### src/hdl/btpc_pkg.sv
// Package: shared constants and helpers for the barometric compensation unit.
package btpc_pkg;

  localparam int unsigned DataW = 64;
  localparam int unsigned CfgIdxW = 2;

  localparam logic [CfgIdxW-1:0] REG_TEMP_CAL   = 2'd0;
  localparam logic [CfgIdxW-1:0] REG_PRESS_LOW  = 2'd1;
  localparam logic [CfgIdxW-1:0] REG_PRESS_HIGH = 2'd2;
  localparam logic [CfgIdxW-1:0] REG_PRESS_LAST = 2'd3;

  localparam logic [23:0] SKIP_MARK  = 24'h800000;
  localparam logic [63:0] V1_OFFSET  = 64'd128000;
  localparam logic [63:0] P_BASE     = 64'd1048576;
  localparam logic [63:0] P_SCALE    = 64'd3125;
  localparam logic [63:0] P_ROUND    = 64'h0000_8000_0000_0000;

  localparam logic [1:0] PSTAT_OK   = 2'd0;
  localparam logic [1:0] PSTAT_SKIP = 2'd1;
  localparam logic [1:0] PSTAT_DIV0 = 2'd2;

  function automatic logic [63:0] sext16(input logic [15:0] v);
    sext16 = {{48{v[15]}}, v};
  endfunction

endpackage

### src/hdl/btpc_mul.sv
// Shared multiplier: 64x64 wrapping product from one 32x32 multiplier over three partial products.
module btpc_mul
  import btpc_pkg::*;
(
  input  logic             clk_i,
  input  logic             rst_ni,
  input  logic             start_i,
  input  logic [DataW-1:0] a_i,
  input  logic [DataW-1:0] b_i,
  output logic             done_o,
  output logic [DataW-1:0] prod_o
);

  localparam logic [1:0] PH_LL = 2'd0;
  localparam logic [1:0] PH_LH = 2'd1;
  localparam logic [1:0] PH_HL = 2'd2;

  logic [DataW-1:0] a_q, b_q, acc_q;
  logic [1:0]       phase_q;
  logic             busy_q, done_q;
  logic [31:0]      op_a, op_b;
  logic [63:0]      pp;

  always_comb begin
    op_a = a_q[31:0];
    op_b = b_q[31:0];
    case (phase_q)
      PH_LH:   op_b = b_q[63:32];
      PH_HL:   op_a = a_q[63:32];
      default: ;
    endcase
    pp = 64'(op_a) * 64'(op_b);
  end

  always_ff @(posedge clk_i or negedge rst_ni) begin
    if (!rst_ni) begin
      busy_q  <= 1'b0;
      done_q  <= 1'b0;
      phase_q <= PH_LL;
    end else begin
      done_q <= 1'b0;
      if (start_i) begin
        busy_q  <= 1'b1;
        phase_q <= PH_LL;
      end else if (busy_q) begin
        case (phase_q)
          PH_LL:   phase_q <= PH_LH;
          PH_LH:   phase_q <= PH_HL;
          default: begin
            busy_q <= 1'b0;
            done_q <= 1'b1;
          end
        endcase
      end
    end
  end

  always_ff @(posedge clk_i) begin
    if (start_i) begin
      a_q <= a_i;
      b_q <= b_i;
    end else if (busy_q) begin
      if (phase_q == PH_LL) acc_q <= pp;
      else acc_q <= acc_q + {pp[31:0], 32'b0};
    end
  end

  assign done_o = done_q;
  assign prod_o = acc_q;

endmodule

### config.mk
export PLATFORM = sky130hd
export DESIGN_NAME = btpc_mul
export DESIGN_NICKNAME = d
export VERILOG_FILES = /design/src/hdl/btpc_pkg.sv /design/src/hdl/btpc_mul.sv
export SDC_FILE = /design/constraint.sdc
export NUM_CORES = 2
export LEC_CHECK = 0
export ABC_CLOCK_PERIOD_IN_PS = 10800
export BUFFER_PORTS_ARGS = -buffer_cell sky130_fd_sc_hd__buf_2
export CORE_UTILIZATION = 65
export CTS_CLUSTER_DIAMETER = 50
export DETAILED_ROUTE_END_ITERATION = 8
export HOLD_SLACK_MARGIN = 0.05
export PLACE_DENSITY = 0.87
export SLEW_MARGIN = 40
export SYNTH_ARGS = -nofsm -noshare
export SYNTH_HDL_FRONTEND = slang
export SYNTH_SLANG_ARGS = --single-unit
### constraint.sdc
create_clock -name clk_i -period 10.8 [get_ports clk_i]
set_input_delay 2.16 -clock clk_i [delete_from_list [all_inputs] [get_ports clk_i]]
set_output_delay 2.16 -clock clk_i [all_outputs]
set_load 0.03 [all_outputs]
==> summary.txt <==
Post-synth EDFFs -> 192
DR vias -> 33,150
cts hold-fix bufs -> 0
clock transition at the registers of the reported paths -> 0.09 ns
DR pass1 iterations -> 8
Hold Vio Cnt, Final -> 0
Die X -> 253.7 microns
starting utilization of the core area -> 66.25%
Finish-stage setup viols -> 0
# rows -> 91
PortBufs -> 195
DRT iter0 DRCs -> 4,515
count of cell types in the netlist -> 70
global placement routability congestion -> 1.102
latest clock arrival within the worst-skew pair -> 0.54 ns
crit-path most repeated cell -> fa_1
Fin Hold WS -> 0.5466 ns
status -> finished clean
Total Die Area -> 64,380 sq um
Clock Sinks -> 196
Final Cycle Share -> 96.27%
Seq cells post-synth -> 196
DRC Markers -> 0
most common cell after layout, fill and taps aside -> fa_1
# fillers -> 4,389
DP Cell Count -> 5,276
initial antenna violation count -> 7
largest net degree at the start of global routing -> 78
GRT Overall Usage -> 42.77%
Placeable Area -> 62,170 sq um
antenna viol nets, final -> 0
non-filler cells, final -> 5,321
fin crit period -> 10.40 ns
CP required -> 11.07 ns
Clock Skews -> 0.03904 ns
htree depth -> 4
number of buffers created by CTS -> 17
Post-Syn Instances -> 4,332
global route total overflow -> 0
fin. max-slew vios -> 0
WP data arrival -> 10.67 ns
Ports -> 196
Synth top area share -> 43.60%
clk buf depth -> 2
Via density -> 6.230
share of layout cells above drive strength 1 -> 9.828%
most frequent cells in the layout -> 897 x fa_1, 877 x inv_1, 731 x nand2_1, 421 x nor2_1, 296 x ha_1
RSZ-0062 raised after global routing -> false
vias in the first global route -> 34,900
max-cap violation count -> 0
Layout area overhead -> 7.236%
Setup TNS -> 0 ns
slowest stage delay, CP -> 0.79 ns
Ys Warns -> 0
nets -> 5,788
Total Routed Length -> 131,200 microns
register area share after synthesis -> 14.24%
CP Max Fanout -> 28
Async S/R FF share, synth -> 2.041%
min-delay worst type -> flip-flop to flip-flop
CTS tree -> yes
Syn Area/Cell -> 9.508 sq um
Root Driver -> clkbuf_16
top cells by area, synth -> fa_1 44%, edfxtp_1 14%, ha_1 9.0%
Slew @ Worst Pin -> 0.9237 ns
Cell Area, Synth -> 41,190 sq um
Critical Path End Type -> flip-flop
WL/cell -> 24.65 microns
largest area contributor in the netlist -> fa_1
Fmax -> 96.18 MHz
CP max stage cell -> mux2i_2
Synthesized Nets -> 5,656
relative slew slack -> 37.20%
first-pass GRT wire length -> 200,600 microns
CP startpoint kind -> flip-flop
ys flop type -> edfxtp_1
placed wire-length estimate -> 106,800 microns
Crit Path Category -> flip-flop to flip-flop
Die H -> 253.7 microns
## cell usage after synthesis (all sizes together) (11+ instances only)
library cell and count:
a211oi 13, a21o 53, a21oi 102, and2 49, and3 11, buf 15, clkbuf 185, edfxtp 192
fa 897, ha 296, inv 877, mux2 62, mux2i 59, nand2 733, nand2b 12, nand3 18
nand4 26, nor2 424, nor2b 11, nor3 17, o211ai 15, o21a 14, o21ai 58, o21bai 11
xnor2 33, xor2 36
## through the flow
stage / instance area (sq um) / util (%) / setup WS, ns
final: 44170 / 71.05 / 0.4029
after global routing: 44150 / 71.02 / 0.06762
after CTS: 44080 / 70.90 / 0.4207
after detailed placement: 43420 / 69.84 / 0.5283
after global placement: 43420 / 69.84 / 0.6829
after floorplan: 41190 / - / 1.140
## metal layers
layer | global-route usage [%] | vias to the layer above | part of all wire [%]
li1 | - | 13460 | -
met1 | 51.31 | 16240 | 33
met2 | 64.13 | 2722 | 44
met3 | 16.37 | 713 | 15
met4 | 28.93 | 8 | 8.2
met5 | 0 | - | 0.095
## logic make-up after synthesis
| family | Yosys count | synth area share [%] |
|---|---|---|
| fa+ha+maj | 1193 | 52.59 |
| compound gates | 343 | 5.492 |
| buf+inv | 1078 | 9.846 |
| simple gates | 1331 | 13.18 |
| mux | 121 | 3.129 |
| flops | 196 | 14.24 |
| xor+xnor | 70 | 1.522 |
## flip-flops by register name, indices dropped and copies added (netlist names)
name     cells
b_q         64
phase_q      2
a_q         64
done_o       1
prod_o      64
busy_q       1
## final cells by class
cell class              instances  area, sq um  area share (%)
diodes                          7        17.52         0.03966
clock buffers                  17        425.4          0.9632
clock inverters                15        231.5          0.5241
inverters                     878         3296           7.462
multi-input cells            3058        31360           71.01
flip-flops and latches        196         5866           13.28
well taps                     837         1047           2.371
repair buffers                313         1922           4.351
## path summary, 6_finish.rpt
kind	startpoint	cells past startpoint	slack [ns]	end
max in group asynchronous	rst_ni	1	9.22	phase_q[1]$_DFFE_PN0P_
setup / recovery	phase_q[1]$_DFFE_PN0P_	30	0.40	prod_o[62]$_DFFE_PP_
min in group asynchronous	rst_ni	1	1.44	done_o$_DFF_PN0_
hold / removal	busy_q$_DFF_PN0_	1	0.55	busy_q$_DFF_PN0_
hold reg to reg	busy_q$_DFF_PN0_	1	0.55	busy_q$_DFF_PN0_
setup reg to reg	phase_q[1]$_DFFE_PN0P_	30	0.40	prod_o[62]$_DFFE_PP_
## timing repair
action	4_1_cts	5_1_grt
resized for setup	0	1
endpoints found under the setup margin	0	3
buffers inserted	0	6
## worst max-delay path: cells and delay by family (launching register included)
kind | cells | cell delay, ns
simple gates | 5 | 1.11
fa+ha+maj | 9 | 4.55
compound gates | 6 | 2.10
flops | 1 | 0.45
mux | 1 | 0.79
buf+inv | 9 | 1.11
Power is not shown: default switching activity piles up to over one toggle a cycle in this logic, so the estimate is an artifact.
