[config.mk]
export PLATFORM = sky130hd
export DESIGN_NAME = btpc_div
export DESIGN_NICKNAME = d
export VERILOG_FILES = /design/src/hdl/btpc_pkg.sv /design/src/hdl/btpc_div.sv
export SDC_FILE = /design/constraint.sdc
export NUM_CORES = 1
export LEC_CHECK = 0
export BUFFER_PORTS_ARGS = -buffer_cell sky130_fd_sc_hd__buf_2
export CORE_UTILIZATION = 50
export DETAILED_ROUTE_END_ITERATION = 10
export GPL_TIMING_DRIVEN = 1
export PLACE_DENSITY_LB_ADDON = 0.15
export SYNTH_ARGS = -nofsm -noshare
export SYNTH_HDL_FRONTEND = slang
export SYNTH_SLANG_ARGS = --single-unit
[constraint.sdc]
create_clock -name clk_i -period 3.5 [get_ports clk_i]
set_clock_uncertainty 0.05 [all_clocks]
set_input_delay 0.35 -clock clk_i [delete_from_list [all_inputs] [get_ports clk_i]]
set_output_delay 0.35 -clock clk_i [all_outputs]
set_load 0.05 [all_outputs]
[src/hdl/btpc_pkg.sv]
// Package: shared constants and helpers for the barometric compensation unit.
package btpc_pkg;

  localparam int unsigned DataW = 64;
  localparam int unsigned CfgIdxW = 2;

  localparam logic [CfgIdxW-1:0] REG_TEMP_CAL   = 2'd0;
  localparam logic [CfgIdxW-1:0] REG_PRESS_LOW  = 2'd1;
  localparam logic [CfgIdxW-1:0] REG_PRESS_HIGH = 2'd2;
  localparam logic [CfgIdxW-1:0] REG_PRESS_LAST = 2'd3;

  localparam logic [23:0] SKIP_MARK  = 24'h800000;
  localparam logic [63:0] V1_OFFSET  = 64'd128000;
  localparam logic [63:0] P_BASE     = 64'd1048576;
  localparam logic [63:0] P_SCALE    = 64'd3125;
  localparam logic [63:0] P_ROUND    = 64'h0000_8000_0000_0000;

  localparam logic [1:0] PSTAT_OK   = 2'd0;
  localparam logic [1:0] PSTAT_SKIP = 2'd1;
  localparam logic [1:0] PSTAT_DIV0 = 2'd2;

  function automatic logic [63:0] sext16(input logic [15:0] v);
    sext16 = {{48{v[15]}}, v};
  endfunction

endpackage

[src/hdl/btpc_div.sv]
// Signed 64-bit restoring divider, one quotient bit per cycle, truncating toward zero.
module btpc_div
  import btpc_pkg::*;
(
  input  logic             clk_i,
  input  logic             rst_ni,
  input  logic             start_i,
  input  logic [DataW-1:0] dividend_i,
  input  logic [DataW-1:0] divisor_i,
  output logic             done_o,
  output logic [DataW-1:0] quot_o
);

  logic [DataW-1:0] rem_q, quo_q, den_q;
  logic [6:0]       cnt_q;
  logic             busy_q, done_q, neg_q;
  logic [DataW:0]   rem_sh, rem_sub;

  assign rem_sh  = {rem_q, quo_q[DataW-1]};
  assign rem_sub = rem_sh - {1'b0, den_q};

  always_ff @(posedge clk_i or negedge rst_ni) begin
    if (!rst_ni) begin
      busy_q <= 1'b0;
      done_q <= 1'b0;
      cnt_q  <= '0;
    end else begin
      done_q <= 1'b0;
      if (start_i) begin
        busy_q <= 1'b1;
        cnt_q  <= 7'(DataW - 1);
      end else if (busy_q) begin
        cnt_q <= cnt_q - 7'd1;
        if (cnt_q == '0) begin
          busy_q <= 1'b0;
          done_q <= 1'b1;
        end
      end
    end
  end

  always_ff @(posedge clk_i) begin
    if (start_i) begin
      rem_q <= '0;
      quo_q <= dividend_i[DataW-1] ? (~dividend_i + 64'd1) : dividend_i;
      den_q <= divisor_i[DataW-1] ? (~divisor_i + 64'd1) : divisor_i;
      neg_q <= dividend_i[DataW-1] ^ divisor_i[DataW-1];
    end else if (busy_q) begin
      if (!rem_sub[DataW]) begin
        rem_q <= rem_sub[DataW-1:0];
        quo_q <= {quo_q[DataW-2:0], 1'b1};
      end else begin
        rem_q <= rem_sh[DataW-1:0];
        quo_q <= {quo_q[DataW-2:0], 1'b0};
      end
    end
  end

  assign done_o = done_q;
  assign quot_o = neg_q ? (~quo_q + 64'd1) : quo_q;

endmodule

==> out/qor.yml, run 1 <==
place:
  place_ws_ps: -379.9
  place_congestion: 0.9392
  hpwl_mm: 34.95
  placement.io_buffers: 195
die:
  initial_core_util_pct: 50.86
  ios: 196
  dieWidth_um: 181.4
  dieArea_um2: 32900
  fp-row-count: 65
  core_um2: 31640
  die_h_um: 181.4
yosys:
  yosysTopAreaCell: "edfxtp_1"
  synth_commonest_cells: "nand2_1, nor2_1, a21oi_1, xnor2_1, edfxtp_1"
  ys_top_cells_by_area: "edfxtp_1, xnor2_1, dfxtp_1"
  synth_area_per_cell_um2: 8.281
  syn-cell-area_um2: 16090
  synth_most_common_cell: "nand2_1"
  synth_adder_area_share_pct: 5.490
  synthSimpleGateAreaFrac_pct: 20.32
  syn_nets: 2144
  yosysWarnings: 0
  async_reset_ff_share_pct: 4.455
  ys_seq_area_share_pct: 33.44
  synth_seq_cells: 202
  ys.flop_type: "edfxtp_1"
  synth_edf_count: 129
  synth_xor_area_share_pct: 12.90
  synthCells: 1943
  synth_compound_area_share_pct: 21.10
  muxShareOfSynthArea_pct: 1.757
  synth_top_family_by_area: "compound AO/OA/AOI/OAI gates"
  yosysTopAreaCellShare_pct: 24.07
  yosysUniqueCellTypes: 73
worst_setup_path:
  cp-start-kind: "register"
  cp.required_ps: 3100
  endpoint_kind: "output pin"
  worstSetupPathType: "reg2out"
  worstPathArrival_ps: 3510
  cpPeakStageDelay_ps: 570
  critPathMaxFanout: 4
  slowest_stage: "or4_4"
  crit_chain: "or4_4 > buf_6 > nor4_4 > nand3_2 > or2_4 > or3_4 > o31ai_4 > xnor2_1 > buf_4"
timing:
  finalHoldViolations: 0
  post-route-period-util_pct: 111.8
  layout_setup_ws_ps: -411.3
  period_needed_ps: 3911
  setup_violations: 32
  holdWs_ps: 64.19
  slew_viol_final: 0
  fmax_ghz: 0.2557
  rsz0062_at_grt: "true"
  worstMarginPinSlew_ps: 1257
  slew_headroom_pct: 16.23
routing:
  viasPerCell: 5.893
  route.detailed.drc: 0
  postRouteAntennaNets: 0
  drt_iter0_markers: 1145
  postRouteWirelength_mm: 47.21
  firstDrtPassIters: 5
  num_vias: 15470
  wl_per_cell_um: 17.98
clock_tree:
  clkLatencyLatePin_ps: 540
  cts.sinks: 202
  clk_pin_slew_ps: 60
  cts_tree: "yes"
  cts-buffers-inserted: 24
  cts_root_buffer: "clkbuf_16"
  ctsHtreeMaxLevel: 1
  cts_max_path_buffers: 3
final_layout:
  antenna_cells: 0
  fillCellCount: 2664
  ff_latch_area_um2: 5384
  drive_above_1_share_pct: 23.44
  multi_input_area_um2: 10690
  nets: 2406
  area_growth_pct: 25.17
grt:
  grt_max_degree: 99
  antenna_found_initial: 0
  grt_use_total_pct: 27.52
  grt-ovfl-total: 0
  grt_pass1_vias: 14100
  grt_pass1_wl_mm: 73.84
run_status:
  violations: "negative setup slack"
  run_status: "finished, violations left"
power:
  p_leak_nw: 8.130
  peakVddDrop_uv: 295.1
  pwr_density_cell_nw_per_um2: 382.9
run:
  maxCapViolCount: 0
worst_hold_path:
  hold_class: "in2reg"
## path summary, 6_finish.rpt
path | slack (ps) | end | startpoint | cells past startpoint
worst max-delay path | -410 | quot_o[47] | quo_q[3] | 9
worst min-delay path | 60 | den_q[58] | divisor_i[58] | 2
worst max register to register | 20 | rem_q[35] | den_q[0] | 13
worst min register to register | 450 | rem_q[43] | rem_q[42] | 2
max in group asynchronous | 3040 | busy_q | rst_ni | 2
min in group asynchronous | 150 | cnt_q[2] | rst_ni | 2
## power by group
part	internal, mW	total [mW]	leakage [nW]	switching (mW)
logic	0.842	2.33	5.86	1.49
clock network	1.40	2.43	0.372	1.03
registers	2.76	2.95	1.90	0.193
## stage by stage
step	utilization, %	area [um^2]	total power [mW]	std cells	TNS, ps
final	63.66	20140	7.713	2625	-6886
after global routing	63.66	20140	8.042	2625	-11920
after CTS	62.15	19660	7.654	2614	-4461
after detailed placement	57.69	18250	5.064	2557	-15340
after global placement	57.69	18250	5.037	2557	-7300
after floorplan	-	16120	4.406	1943	-31.41
## metal layers
layer / track usage, % / wire [um] / vias up
li1: - / - / 7629
met1: 39.97 / 21860 / 7231
met4: 6.712 / 1207 / 0
met2: 43.15 / 20930 / 537
met3: 3.630 / 3211 / 72
met5: 0 / 0 / -
## cells in the final DEF, fill, tap and decap left out, types with 64 or more instances in the layout
master	n
xor2_1	85
edfxtp_1	129
o21ai_0	97
nor2_1	182
a21oi_1	151
xnor2_1	145
buf_2	144
buf_4	183
ha_1	68
nand2_1	193
inv_1	89
dfxtp_1	64
## sequential cells by signal, indices dropped and copies added, names as in the netlist
name    cells
quo_q      64
den_q      64
cnt_q       7
neg_q       1
done_o      1
rem_q      64
busy_q      1
## what timing repair did
item	in CTS	in global routing
hold endpoints to repair	9	0
resized for setup	130	102
hold buffers	1	0
pin swaps	38	51
cloned	0	2
endpoints found under the setup margin	108	107
buffers inserted	12	13
## layout make-up
class                   instances  area share (%)
flip-flops and latches        202           26.73
repair buffers                354           12.23
clock buffers                  29           3.230
well taps                     402           2.497
multi-input cells            1533           53.07
inverters                      90           1.677
clock inverters                15          0.5591
## logic make-up after synthesis
kind of cell,after synthesis
fa+ha+maj,70
flops,202
buf+inv,208
xor+xnor,237
mux,28
simple gates,672
compound gates,526
## worst max-delay path: cells and delay by family (launching register included)
family,cells,cell delay [ps]
AND/OR/NAND/NOR,5,1780
flip-flops,1,400
buffers and inverters,2,370
AO/OA/AOI/OAI,1,270
XOR/XNOR,1,160
Power figures use the tool's default switching activity.
==> run 2, diff against run 1 <==
--- a/config.mk
+++ b/config.mk
@@ -7,7 +7,9 @@
 export LEC_CHECK = 0
 export BUFFER_PORTS_ARGS = -buffer_cell sky130_fd_sc_hd__buf_2
 export CORE_UTILIZATION = 50
+export CTS_CLUSTER_DIAMETER = 200
 export DETAILED_ROUTE_END_ITERATION = 10
+export GPL_ROUTABILITY_DRIVEN = 0
 export GPL_TIMING_DRIVEN = 1
 export PLACE_DENSITY_LB_ADDON = 0.15
 export SYNTH_ARGS = -nofsm -noshare
==> constraint.sdc (replaced) <==
create_clock -name clk_i -period 3.5 [get_ports clk_i]
set_clock_uncertainty 0.05 [all_clocks]
set_input_delay 0.525 -clock clk_i [delete_from_list [all_inputs] [get_ports clk_i]]
set_output_delay 0.525 -clock clk_i [all_outputs]
set_load 0.05 [all_outputs]
==> run 2 against run 1 <==
  * The run still ends with negative setup slack left
  * Critical path depth unchanged
  * Sequential cell count stayed put
  * Sequential share of layout area fell by 0.50 points
  * Non-clock buffer count up 37
  * Die area is the same
  * Combinational power is 5% higher
  * Design area rose by 1.9%
  * Register-to-register slack improved by 70 ps
  * Via count up 3.1%
  * Setup slack worse by 59 ps
  * Sequential power about the same
  * Largest power group unchanged
  * Highest routed layer is now met5
==> out/qor.yml, run 2 (same netlist as run 1, synthesis figures left out) <==
die:
  fp-row-count: 65  # unchanged
  core_um2: 31640  # unchanged
  ios: 196  # unchanged
  initial_core_util_pct: 50.86  # unchanged
  die_h_um: 181.4  # unchanged
  dieWidth_um: 181.4  # unchanged
  dieArea_um2: 32900  # unchanged
power:
  power.switching_mw: 2.762  # +1.7%
  seqPwrFrac_pct: 37.6  # -0.6 points
  pwr_density_cell_nw_per_um2: 380.2  # -0.71%
  clock_power_share_pct: 31.1  # -0.4 points
  p_leak_nw: 8.332  # +2.5%
  internal_power_mw: 5.044  # +0.93%
  combPwrFrac_pct: 31.3  # +1.0 points
  switching_share_pct: 35.39  # +0.18 points
  peakVddDrop_uv: 289.0  # -2.1%
place:
  dp.cells: 2599  # +1.6%
  hpwl_mm: 34.81  # -0.41%
  place_ws_ps: -308.0  # +71.96 ps
  placement.io_buffers: 195  # unchanged
final_layout:
  area_growth_pct: 27.58
  antenna_cells: 0  # unchanged
  drive_above_1_share_pct: 25.33  # +1.9 points
  largestRegisters: "den_q (64), quo_q (64), rem_q (64)"
  stdcell_count: 2660  # +1.3%
  final_common_cell: "buf_4"
  utilization_pct: 64.89  # +1.2 points
  nets: 2442  # +1.5%
  final_cell_mix: "buf_4, nand2_1, nor2_1"
routing:
  wl_per_cell_um: 17.76  # -1.2%
  firstDrtPassIters: 5  # unchanged
  drt_iter0_markers: 1249  # +9.1%
  postRouteAntennaNets: 0  # unchanged
  postRouteWirelength_mm: 47.25  # about the same
  route.detailed.drc: 0  # unchanged
  num_vias: 15950  # +3.1%
  viasPerCell: 5.995  # +1.7%
clock_tree:
  ctsHtreeMaxLevel: 1  # unchanged
  clkLatencyLatePin_ps: 540  # about the same
  cts.sinks: 202  # unchanged
  cts_max_path_buffers: 3  # unchanged
  cts-buffers-inserted: 23  # -4.2%
  cts_root_buffer: "clkbuf_16"
  clk_pin_slew_ps: 60  # about the same
  cts_tree: "yes"
timing:
  finalHoldViolations: 0  # unchanged
  fmax_ghz: 0.2519  # -1.5%
  layout_setup_ws_ps: -470.3  # -59.00 ps
  worstMarginPinSlew_ps: 1304  # +47.02 ps
  period_needed_ps: 3970  # +59.00 ps
  post-route-period-util_pct: 113.4  # +1.7 points
  slew_headroom_pct: 13.09  # -3.1 points
  rsz0062_at_grt: "true"
  slew_viol_final: 0  # unchanged
  setup_violations: 38  # +19%
worst_setup_path:
  cp-start-kind: "register"
  worstSetupPathType: "reg2out"
  cp.required_ps: 2920  # -180 ps
  worstPathArrival_ps: 3400  # -110 ps
  endpoint_kind: "output pin"
  critPathMaxFanout: 4  # unchanged
run_status:
  run_status: "finished, violations left"
  violations: "negative setup slack"
grt:
  grt_use_total_pct: 27.25  # -0.27 points
  grt-ovfl-total: 0  # unchanged
  antenna_found_initial: 1  # +1
  grt_pass1_vias: 14720  # +4.4%
  grt_max_degree: 102  # +3.0%
  grt_pass1_wl_mm: 74.00  # +0.22%
run:
  maxCapViolCount: 0  # unchanged
worst_hold_path:
  hold_class: "in2reg"
==> run 2: final timing paths <==
kind	start	endpoint	slack, ps	cells after the start
max reg2reg	den_q[0]	rem_q[35]	90	13
max in group asynchronous	rst_ni	busy_q	2830	2
min	divisor_i[11]	den_q[11]	260	2
max	quo_q[28]	quot_o[58]	-470	9
min reg2reg	rem_q[55]	rem_q[56]	450	2
min in group asynchronous	rst_ni	cnt_q[5]	350	2
==> run 2: timing repair <==
item,4_1_cts,5_1_grt
buffers inserted,5,14
hold buffers,1,0
gates resized for setup,159,87
hold endpoints to repair,9,0
pin swaps,36,45
cloned,0,1
endpoints found under the setup margin,113,108
==> run 2: critical path: stages (launching register included) <==
cell and delay (ps):
edfxtp_1 430, or4_4 600, nor3_1 190, buf_4 190, nand3_1 160, nor4_2 370
nand3_2 160, o31ai_2 290, xnor2_1 200, buf_4 250
==> run 2: area by class of cell <==
cell class	instances	area, um^2
Inverter	90	337.8
Multi-Input combinational cell	1533	10830
Timing Repair Buffer	391	2723
Tap cell	402	503.0
Clock inverter	16	157.7
Sequential cell	202	5384
Fill cell	2659	11110
Clock buffer	26	596.8
==> run 2: per-stage QoR <==
step	TNS (ps)	power [mW]	hold WS [ps]	area, um^2
2_1_floorplan	-699.3	4.416	179.4	16170
3_3_place_gp	-4002	5.067	335.7	18570
3_5_place_dp	-10830	5.103	342.6	18570
4_1_cts	-7986	7.729	240.5	20000
5_1_grt	-14810	8.109	248.4	20530
6_report	-9426	7.806	255.8	20530
==> run 2: layer usage <==
| layer | track usage, % | wire length, um | share of wire [%] | up-vias |
|---|---|---|---|---|
| li1 | - | - | - | 7686 |
| met1 | 36.76 | 20620 | 44 | 7487 |
| met2 | 45.83 | 21800 | 46 | 669 |
| met3 | 3.630 | 3438 | 7.3 | 103 |
| met4 | 7.254 | 1385 | 2.9 | 2 |
| met5 | 0 | 8 | 0.017 | - |
==> run 2: power groups by stage <==
stage                     Combinational, mW  Sequential [mW]  Clock, mW
final                                  2.44             2.94       2.43
after global routing                   2.59             2.96       2.56
after CTS                              2.32             2.92       2.49
after detailed placement               2.16             2.95          0
after global placement                 2.13             2.94          0
after floorplan                        1.51             2.91          0
